**src/rtl/core/skts_pkg.sv**
```systemverilog
// Package: types, microcode encoding and control store of the sorted key table search.
`timescale 1ns / 1ps

package skts_pkg;

  localparam int unsigned KEY_W = 16;
  localparam int unsigned PAY_W = 32;
  localparam int unsigned POS_W = 6;

  localparam logic ACT_LOAD  = 1'b0;
  localparam logic ACT_QUERY = 1'b1;

  typedef struct packed {
    logic             action;
    logic [KEY_W-1:0] year;
    logic [PAY_W-1:0] value;
    logic             last;
  } in_t;

  typedef struct packed {
    logic             found;
    logic [POS_W-1:0] position;
    logic [PAY_W-1:0] payload;
  } out_t;

  typedef struct packed {
    logic [KEY_W-1:0] key;
    logic [PAY_W-1:0] pay;
  } rec_t;

  typedef enum logic [3:0] {
    S_IDLE     = 4'd0,
    S_DISPATCH = 4'd1,
    S_SINIT    = 4'd2,
    S_SCHK     = 4'd3,
    S_SRDI     = 4'd4,
    S_SGRAB    = 4'd5,
    S_SRDJ     = 4'd6,
    S_SCMP     = 4'd7,
    S_SPLACE   = 4'd8,
    S_QINIT    = 4'd9,
    S_QRD      = 4'd10,
    S_QCMP     = 4'd11,
    S_QSTEP    = 4'd12,
    S_QMISS    = 4'd13,
    S_QHIT     = 4'd14
  } step_e;

  typedef enum logic [3:0] {
    OP_NOP,
    OP_ACCEPT,
    OP_SINIT,
    OP_RDI,
    OP_GRAB,
    OP_RDJ,
    OP_SHIFT,
    OP_PLACE,
    OP_QINIT,
    OP_QRD,
    OP_QSTEP,
    OP_MISS,
    OP_HIT
  } op_e;

  typedef enum logic [3:0] {
    C_NEVER,
    C_ALWAYS,
    C_IDLE_HOLD,
    C_QUERY,
    C_I_DONE,
    C_J_ZERO,
    C_KEY_GT,
    C_EMPTY,
    C_MATCH,
    C_SEARCHING
  } cond_e;

  typedef struct packed {
    op_e   op;
    cond_e cnd;
    step_e tgt;
  } uinstr_t;

  // control store: jump to tgt when cnd holds, else fall through
  function automatic uinstr_t ucode_rom(input step_e s);
    uinstr_t u;
    case (s)
      S_IDLE:     u = '{op: OP_ACCEPT, cnd: C_IDLE_HOLD, tgt: S_IDLE};
      S_DISPATCH: u = '{op: OP_NOP,    cnd: C_QUERY,     tgt: S_QINIT};
      S_SINIT:    u = '{op: OP_SINIT,  cnd: C_NEVER,     tgt: S_IDLE};
      S_SCHK:     u = '{op: OP_NOP,    cnd: C_I_DONE,    tgt: S_IDLE};
      S_SRDI:     u = '{op: OP_RDI,    cnd: C_NEVER,     tgt: S_IDLE};
      S_SGRAB:    u = '{op: OP_GRAB,   cnd: C_NEVER,     tgt: S_IDLE};
      S_SRDJ:     u = '{op: OP_RDJ,    cnd: C_J_ZERO,    tgt: S_SPLACE};
      S_SCMP:     u = '{op: OP_SHIFT,  cnd: C_KEY_GT,    tgt: S_SRDJ};
      S_SPLACE:   u = '{op: OP_PLACE,  cnd: C_ALWAYS,    tgt: S_SCHK};
      S_QINIT:    u = '{op: OP_QINIT,  cnd: C_EMPTY,     tgt: S_QMISS};
      S_QRD:      u = '{op: OP_QRD,    cnd: C_NEVER,     tgt: S_IDLE};
      S_QCMP:     u = '{op: OP_NOP,    cnd: C_MATCH,     tgt: S_QHIT};
      S_QSTEP:    u = '{op: OP_QSTEP,  cnd: C_SEARCHING, tgt: S_QRD};
      S_QMISS:    u = '{op: OP_MISS,   cnd: C_ALWAYS,    tgt: S_IDLE};
      S_QHIT:     u = '{op: OP_HIT,    cnd: C_ALWAYS,    tgt: S_IDLE};
      default:    u = '{op: OP_NOP,    cnd: C_ALWAYS,    tgt: S_IDLE};
    endcase
    return u;
  endfunction

endpackage

```
**src/rtl/core/sorted_key_table_search_top.sv**
```systemverilog
// Sorted key table search: microcoded load, stable insertion sort and binary search.
// Load beat: stored while idle if there is room; last set starts the sort. Sort of n records:
//   each is held as the key while greater records below it shift up, then it is placed.
// Query: probe mid, compare, step bounds (at most floor(log2(n))+1 probes) until hit or miss;
//   result strobe on the cycle busy falls; the receiver cannot stall, so no output holding.
// Reset: asynchronous, active low; clears counts and sequencer, record memory is not cleared.
`timescale 1ns / 1ps

module sorted_key_table_search_top
  import skts_pkg::*;
#(
  parameter int unsigned TABLE_DEPTH = 64
) (
  input  logic clk_i,
  input  logic rst_ni,
  input  logic start,
  output logic busy,
  input  in_t  req_i,
  output logic res_valid_o,
  output out_t res_o
);

  localparam int unsigned AW = $clog2(TABLE_DEPTH);
  localparam int unsigned CW = $clog2(TABLE_DEPTH + 1);
  localparam int unsigned SW = CW + 1;

  rec_t mem [TABLE_DEPTH];

  step_e          upc_q, upc_d;
  logic [CW-1:0]  lptr_q, lptr_d;
  logic [CW-1:0]  cnt_q, cnt_d;
  logic [CW-1:0]  i_q, i_d;
  logic [AW-1:0]  j_q, j_d;
  logic [CW-1:0]  lo_q, lo_d;
  logic [CW-1:0]  hp_q, hp_d;   // hi + 1
  logic [AW-1:0]  mid_q, mid_d;
  rec_t           k_q, k_d;
  rec_t           rd_q;
  logic [KEY_W-1:0] yr_q, yr_d;
  logic           act_q, act_d;
  logic           res_valid_q, res_valid_d;
  out_t           res_q, res_d;

  uinstr_t        uw;
  logic           cnd_true;
  logic           accept;
  logic           we;
  logic [AW-1:0]  waddr;
  rec_t           wdata;
  logic           re;
  logic [AW-1:0]  raddr;
  logic [SW-1:0]  sum;
  logic [SW-1:0]  sum_m1;
  logic [AW-1:0]  mid_c;
  logic [CW-1:0]  lptr_inc;

  assign uw     = ucode_rom(upc_q);
  assign busy   = (upc_q != S_IDLE);
  assign accept = start && !busy;

  assign sum    = SW'(lo_q) + SW'(hp_q);
  assign sum_m1 = sum - SW'(1);
  assign mid_c  = (sum == '0) ? '0 : AW'(sum_m1 >> 1);
  assign lptr_inc = lptr_q + CW'(1);

  always_comb begin
    case (uw.cnd)
      C_NEVER:     cnd_true = 1'b0;
      C_ALWAYS:    cnd_true = 1'b1;
      C_IDLE_HOLD: cnd_true = !start || (req_i.action == ACT_LOAD && !req_i.last);
      C_QUERY:     cnd_true = (act_q == ACT_QUERY);
      C_I_DONE:    cnd_true = (i_q >= cnt_q);
      C_J_ZERO:    cnd_true = (j_q == '0);
      C_KEY_GT:    cnd_true = (rd_q.key > k_q.key);
      C_EMPTY:     cnd_true = (cnt_q == '0);
      C_MATCH:     cnd_true = (rd_q.key == yr_q);
      C_SEARCHING: cnd_true = ((SW'(lo_q) + SW'(1)) < SW'(hp_q));
      default:     cnd_true = 1'b1;
    endcase
  end

  always_comb begin
    upc_d = cnd_true ? uw.tgt : step_e'(upc_q + 4'd1);
  end

  always_comb begin
    lptr_d      = lptr_q;
    cnt_d       = cnt_q;
    i_d         = i_q;
    j_d         = j_q;
    lo_d        = lo_q;
    hp_d        = hp_q;
    mid_d       = mid_q;
    k_d         = k_q;
    yr_d        = yr_q;
    act_d       = act_q;
    res_valid_d = 1'b0;
    res_d       = res_q;
    we          = 1'b0;
    waddr       = j_q;
    wdata       = k_q;
    re          = 1'b0;
    raddr       = i_q[AW-1:0];
    case (uw.op)
      OP_ACCEPT: begin
        if (accept) begin
          act_d = req_i.action;
          yr_d  = req_i.year;
          if (req_i.action == ACT_LOAD) begin
            cnt_d = '0;
            if (lptr_q < CW'(TABLE_DEPTH)) begin
              we     = 1'b1;
              waddr  = lptr_q[AW-1:0];
              wdata  = '{key: req_i.year, pay: req_i.value};
              lptr_d = lptr_inc;
            end
            if (req_i.last) begin
              cnt_d  = (lptr_q < CW'(TABLE_DEPTH)) ? lptr_inc : lptr_q;
              lptr_d = '0;
            end
          end
        end
      end
      OP_SINIT: i_d = CW'(1);
      OP_RDI: begin
        re    = 1'b1;
        raddr = i_q[AW-1:0];
        j_d   = i_q[AW-1:0];
      end
      OP_GRAB: k_d = rd_q;
      OP_RDJ: begin
        re    = (j_q != '0);
        raddr = j_q - AW'(1);
      end
      OP_SHIFT: begin
        if (rd_q.key > k_q.key) begin
          we    = 1'b1;
          waddr = j_q;
          wdata = rd_q;
          j_d   = j_q - AW'(1);
        end
      end
      OP_PLACE: begin
        we    = 1'b1;
        waddr = j_q;
        wdata = k_q;
        i_d   = i_q + CW'(1);
      end
      OP_QINIT: begin
        lo_d = '0;
        hp_d = cnt_q;
      end
      OP_QRD: begin
        re    = 1'b1;
        raddr = mid_c;
        mid_d = mid_c;
      end
      OP_QSTEP: begin
        if (yr_q < rd_q.key) begin
          hp_d = CW'(mid_q);
        end else begin
          lo_d = CW'(mid_q) + CW'(1);
        end
      end
      OP_MISS: begin
        res_valid_d = 1'b1;
        res_d       = '0;
      end
      OP_HIT: begin
        res_valid_d = 1'b1;
        res_d       = '{found: 1'b1, position: POS_W'(mid_q), payload: rd_q.pay};
      end
      default: ;
    endcase
  end

  always_ff @(posedge clk_i or negedge rst_ni) begin
    if (!rst_ni) begin
      upc_q       <= S_IDLE;
      lptr_q      <= '0;
      cnt_q       <= '0;
      res_valid_q <= 1'b0;
    end else begin
      upc_q       <= upc_d;
      lptr_q      <= lptr_d;
      cnt_q       <= cnt_d;
      res_valid_q <= res_valid_d;
    end
  end

  always_ff @(posedge clk_i) begin
    i_q   <= i_d;
    j_q   <= j_d;
    lo_q  <= lo_d;
    hp_q  <= hp_d;
    mid_q <= mid_d;
    k_q   <= k_d;
    yr_q  <= yr_d;
    act_q <= act_d;
    res_q <= res_d;
  end

  always_ff @(posedge clk_i) begin
    if (we) begin
      mem[waddr] <= wdata;
    end
    if (re) begin
      rd_q <= mem[raddr];
    end
  end

  assign res_valid_o = res_valid_q;
  assign res_o       = res_q;

  a_res_when_idle: assert property (@(posedge clk_i) disable iff (!rst_ni)
    res_valid_o |-> !busy)
    else $error("result strobe while sequencer busy");

  a_miss_zero: assert property (@(posedge clk_i) disable iff (!rst_ni)
    (res_valid_o && !res_o.found) |-> (res_o.position == '0 && res_o.payload == '0))
    else $error("miss carries non-zero fields");

  a_counts_bound: assert property (@(posedge clk_i) disable iff (!rst_ni)
    (lptr_q <= CW'(TABLE_DEPTH)) && (cnt_q <= CW'(TABLE_DEPTH)))
    else $error("load pointer or entry count beyond table depth");

  a_batch_clears: assert property (@(posedge clk_i) disable iff (!rst_ni)
    (start && !busy && req_i.action == ACT_LOAD && !req_i.last) |=> (cnt_q == '0 && !busy))
    else $error("open batch left a searchable table");

endmodule

```
**config.mk**
```make
export PLATFORM = sky130hd
export DESIGN_NAME = sorted_key_table_search_top
export DESIGN_NICKNAME = d
export VERILOG_FILES = /design/src/rtl/core/skts_pkg.sv /design/src/rtl/core/sorted_key_table_search_top.sv
export SDC_FILE = /design/constraint.sdc
export NUM_CORES = 2
export LEC_CHECK = 0
export ABC_CLOCK_PERIOD_IN_PS = 5050
export BUFFER_PORTS_ARGS = -buffer_cell sky130_fd_sc_hd__buf_2
export CORE_MARGIN = 3
export CORE_UTILIZATION = 40
export DETAILED_ROUTE_END_ITERATION = 10
export MAX_ROUTING_LAYER = met4
export PLACE_DENSITY_LB_ADDON = 0.2
export SYNTH_ARGS = -nofsm -noshare
export SYNTH_HDL_FRONTEND = slang
export SYNTH_SLANG_ARGS = --single-unit
```
**constraint.sdc**
```tcl
create_clock -name clk_i -period 5.05 [get_ports clk_i]
set_clock_uncertainty 0.05 [all_clocks]
set_input_delay 0.505 -clock clk_i [delete_from_list [all_inputs] [get_ports clk_i]]
set_output_delay 0.505 -clock clk_i [all_outputs]
set_load 0.05 [all_outputs]
```
-- After elaboration in Yosys (flattened, before gate mapping)
Memories as Yosys holds them, arrays and structs flattened. A register that Yosys moved wholly into a read port is not among the register bits.
Cells that the tools add are included.
- bits in registers: 156
- RAM bits: 3072
- ROM bits: 192
- bits of input ports: 53
- output and inout bits: 41
- logic and storage cells: 112
- memories kept: 2
- memories (name ; words ; bits a word ; rd ports ; clocked after memory_dff ; wr ports ; RTL line ; source):
    mem ; 64 ; 48 ; 1 ; 1 ; 1 ; sorted_key_table_search_top.sv:27 ; rec_t mem [TABLE_DEPTH];
    (no name shown) ; 16 ; 12 ; 1 ; 0 ; 0 ; skts_pkg.sv:87 ; case (s)
- $add $sub $neg: 8
- magnitude comparators: 5
- equal/unequal tests: 24
- multiplexer cells: 33
- bitwise gates (word level): 1
- reductions and logical operators: 23
- operators with widths (cell ; number):
    48-bit two-way mux ; 4
    48-bit one-hot mux with 2 select lines ; 1
    39-bit one-hot mux with 2 select lines ; 1
    7-bit one-hot mux with 2 select lines ; 3
    6-bit two-way mux ; 6
    7-bit two-way mux ; 5
    4-bit by 3-bit == test with 1-bit output, second input constant ; 8
    4-bit == test, second input constant ; 7
    6-bit one-hot mux with 2 select lines ; 2
    16-bit == test ; 1
    4-bit by 2-bit == test with 1-bit output, second input constant ; 4
    16-bit > comparator ; 1
    16-bit < comparator ; 1
    7-bit by 1-bit adder with 7-bit output, second input constant ; 2
    1-bit one-hot mux with 9 select lines ; 1
    7-bit by 1-bit adder with 8-bit output, second input constant ; 1
    7-bit by 7-bit adder with 8-bit output ; 1
    8-bit logical NOT ; 1
    8-bit by 7-bit < comparator with 1-bit output ; 1
    2-bit AND reduction ; 4
    2-bit nonzero test ; 4
    6-bit by 1-bit adder with 7-bit output, second input constant ; 1
    7-bit >= comparator ; 1
    7-bit logical NOT ; 1
    other kinds (20) ; 32

-- Depth between registers and ports, before layout
- depth in word-level cells: 7
- depth in mapped cells: 21
- gate-level depth less buffers: 14

-- Least setup slack after synthesis
OpenSTA, ideal clock, no wires.
- path kind: register -> register
- start: register upc_q[1]
- end: memory mem[10][0] (netlist name), enable pin
- setup time: 454 ps
- arrival time: 4825 ps
- data required time: 4546 ps
- setup slack: -278 ps
- cell stages (with the launch flop): 15
- buffers on the path: 3
- clock period less this slack: 5328 ps
- cells stage by stage: dfrtp_1 -> inv_1 -> ha_1 -> buf_2 -> inv_1 -> mux4_2 -> nand4_1 -> or2_2 -> nor2_1 -> clkbuf_1 -> clkbuf_1 -> nand3b_1 -> o31ai_1 -> o21ai_1 -> nor2_1
- cells in the longest elaborated chain, start to end: 7
- elaborated cells between the ends (all ways): 13
- classes of those cells: eq/ne (3); mux (6); reduce/logical (3); memory (1)
- ends and longest elaborated chain (what ; RTL line ; source):
    start: declaration ; sorted_key_table_search_top.sv:29 ; step_e upc_q, upc_d;
    start signal: assignment ; sorted_key_table_search_top.sv:184 ; upc_q <= upc_d;
    branches (longest 7 deep; another with memory read 16 x 12 bit) ; n/a ;
    end: declaration ; sorted_key_table_search_top.sv:27 ;
Several ways; the timed one is not identified.

-- Worst setup path in the final report
- start: register lo_q[2]
- end: register, netlist name rd_q[12]
- cells in the longest elaborated chain, start to end: 4
- elaborated cells between the ends (all ways): 5
- classes of those cells: add/sub (2); mux (2); reduce/logical (1)
- ends and longest elaborated chain (what ; RTL line ; source):
    start: declaration ; sorted_key_table_search_top.sv:34 ; logic [CW-1:0] lo_q, lo_d;
    start signal: assignment ; sorted_key_table_search_top.sv:194 ; lo_q <= lo_d;
    7-bit by 7-bit adder with 8-bit output (*) ; sorted_key_table_search_top.sv:61 ; assign sum = SW'(lo_q) + SW'(hp_q);
    7-bit by 1-bit subtractor with 7-bit output / 8-bit logical NOT (equally long branches) ; sorted_key_table_search_top.sv:62, sorted_key_table_search_top.sv:63 ;
    6-bit two-way mux (*) ; sorted_key_table_search_top.sv:63 ; assign mid_c = (sum == '0) ? '0 : AW'(sum_m1 >> 1);
    6-bit one-hot mux with 2 select lines (*) ; sorted_key_table_search_top.sv:104 ; case (uw.op)
Mark *: on every way between the ends. The rest lies on a longest branch, timed or not.
A chain may end at the register's enable or synchronous reset.

==> impl_metrics.toml <==
[clock_tree]
cts_sinks = 3276
cts-root-buf = "clkbuf_16"
cts_made_buffers = 341
clock_path_buffers = 4
clk-insertion-delay-late_ps = 900
htree_levels = 5
clk_pin_slew_worst_paths_ps = 60
cts_tree = "done"

[job]
cap_violations = 0

[routing]
via_per_inst = 6.05
via_count = 76951
avgRoutedWirePerCell_um = 33.9
dr.pass1.iters = 6
drc = 0
drt_wl_total_um = 431000
drt-initial-drc-count = 10491
drtAntennaViolNets = 0

[synth]
async_reset_ff_share_pct = 0.580
synth_edf_count = 3257
avgSynthCellArea_sq_um = 16.7
synth.distinct_cells = 77
syn-num-nets = 7789
synth-seq-area-share_pct = 76.5
ys_ff_latch = 3276
synth-warning-count = 0
netlist_area_sq_um = 128000
synthCells = 7670
synth_flop_cell = "edfxtp_1"

[floorplan]
core_sq_um = 319000
dieArea_sq_um = 328000
core.rowCount = 207
die_w_um = 573
top_level_ports = 94
start_util_pct = 40.3
die_height_um = 573

[timing]
hold_viol = 0
fin_crit_ps = 4930
slew_headroom_pct = 19.6
worst_hold_slack_ps = 67.3
finalWorstSetupSlack_ps = 123
timing.final.crit_share_pct = 97.6
drv_slew = 0
fmax_mhz = 203
tightest_slew_ps = 1210
setup_violations = 0
rsz0062_at_grt = "true"

[status]
outcome = "finished, final reports clean"

[setup_path]
crit_required_ps = 5620
worstPathMaxFanout = 44
end_kind = "register"
reg2reg_depth = 14
critPathMaxStageDelay_ps = 640
cp_slowest_cell = "a2111oi_1"
crit_chain = "ha_1, or2_1, and3_4, a221o_1, o2bb2ai_1, and3_4, buf_4, o31ai_4, buf_4, buf_16, mux4_2, a2111oi_1, a22oi_1, o211a_1"
ff2ff_setup_slack_ps = 120
worstSetupStartpointType = "register"
crit_type = "register to register"
critPathArrivalTime_ps = 5500

[place]
hpwl_um = 237000
placed_cell_area_sq_um = 139000
gp_congestion = 0.853
io_buffers = 93
place_ws_ps = -183

[finish]
final_cell_mix = "edfxtp_1 (3257), nand2_1 (1423), nand3_1 (497), mux4_2 (351), clkbuf_16 (346)"
fin_area_sq_um = 150000
mostFrequentLayoutCell = "edfxtp_1"
fill_cells = 26959
areaGrowthSynthToFinish_pct = 16.7
fin_nets = 8286
drive_gt1_share_pct = 18.6

[global_routing]
first_global_vias = 72649
antenna_found_initial = 20
grt_max_degree = 93
gr-usage-all-layers_pct = 26.7
grt_overflow = 0
grt_first_pass_wirelength_um = 592000

[power]
peakVddDrop_mv = 0.777
p_per_area_nw_per_um2 = 687
p_leak_nw = 48.5

[hold_path]
min_path_type = "input port to async pin"
==> worst paths after layout <==
path                       startpoint           to
hold reg to reg              cnt_q[6]     cnt_q[6]
max in group asynchronous      rst_ni    lptr_q[3]
hold / removal                 rst_ni  res_valid_o
setup / recovery              lo_q[2]     rd_q[12]
setup reg to reg              lo_q[2]     rd_q[12]
min in group clk_i          req_i[19]  mem[32][18]
==> cell families (layout without fill, tap and decap cells) <==
logic type                 after synthesis  after routing  synth area share (%)
AOI/OAI and AO/OA                      852            852                  4.75
xor gates and xnor gates                30             30                 0.216
adders and majority gates               67             67                 0.657
buffers and inverters                  519           1284                  1.95
DFF                                   3276           3276                  76.5
muxes                                  609            609                  8.17
other                                    0              7                     0
and+or+nand+nor                       2317           2317                  7.74
==> critical path, delay by kind of cell, from the launching register on <==
| family | cells | cell delay [ps] |
|---|---|---|
| compound gates | 6 | 2000 |
| simple gates | 3 | 720 |
| buf+inv | 3 | 660 |
| flops | 1 | 470 |
| fa+ha+maj | 1 | 360 |
| mux | 1 | 350 |
==> state kept, by name, indices dropped and copies added, names as in the netlist <==
| signal | cells |
|---|---|
| mid_q | 6 |
| upc_q | 4 |
| lptr_q | 7 |
| lo_q | 7 |
| j_q | 6 |
| rd_q | 48 |
| res_valid_o | 1 |
| hp_q | 7 |
| res_o | 39 |
| mem | 3072 |
| act_q | 1 |
| i_q | 7 |
| yr_q | 16 |
| cnt_q | 7 |
| k_q | 48 |
==> layout make-up <==
| class | instances | area, sq um | share of cell area [%] |
|---|---|---|---|
| antenna | 7 | 17.5 | 0.0117 |
| tap | 4284 | 5360 | 3.58 |
| clock buffer | 421 | 8940 | 5.96 |
| multi-input combinational | 3875 | 28500 | 19.0 |
| clock inverter | 190 | 1830 | 1.22 |
| timing repair buffer | 608 | 6700 | 4.47 |
| sequential | 3276 | 98300 | 65.6 |
| inverter | 65 | 244 | 0.163 |
==> metal layers <==
| metal | part of all wire, % | global-route usage, % | wire length (um) | vias to the layer above |
|---|---|---|---|---|
| met5 | 0 | - | 0 | - |
| met4 | 3.2 | 7.51 | 13700 | 0 |
| met3 | 11 | 5.24 | 45800 | 769 |
| met2 | 45 | 39.9 | 196000 | 4202 |
| met1 | 41 | 37.4 | 176000 | 40891 |
| li1 | - | - | - | 31089 |
==> stage by stage <==
| stage | utilization, % | power [W] | setup TNS [ps] | instances |
|---|---|---|---|---|
| final | 47.0 | 0.103 | 0 | 12726 |
| after global routing | 47.0 | 0.107 | -15.7 | 12721 |
| after CTS | 47.0 | 0.103 | 0 | 12714 |
| after detailed placement | 43.5 | 0.0782 | -263 | 12084 |
| after global placement | 43.5 | 0.0780 | -98.0 | 12084 |
| after floorplan | - | 0.0590 | -748400 | 7670 |
==> where the power goes <==
| part | leakage, nW | internal (W) | switching [W] |
|---|---|---|---|
| registers | 29.5 | 0.0336 | 0.00111 |
| logic | 13.7 | 0.0154 | 0.0282 |
| clock network | 5.26 | 0.0141 | 0.0105 |
==> cell usage after synthesis, types with 65 or more instances <==
master,instances,area (sq um)
nand4_1,116,726
edfxtp_1,3257,97800
nand2_1,1453,5450
buf_2,103,515
nor2_1,123,462
a31oi_1,174,1090
a21oi_1,122,611
clkbuf_1,235,882
a22oi_1,140,1050
ha_1,65,813
mux2i_1,251,2510
nand3_1,497,2490
mux4_2,351,7910
==> repair_timing <==
item	CTS	global route
resized for setup	5	10
endpoints found under the setup margin	5	45
pin swaps	0	2
buffers inserted	0	5
hold endpoints to repair	43	0
hold buffers	19	0
No activity file was read; power rests on OpenSTA's default activity.
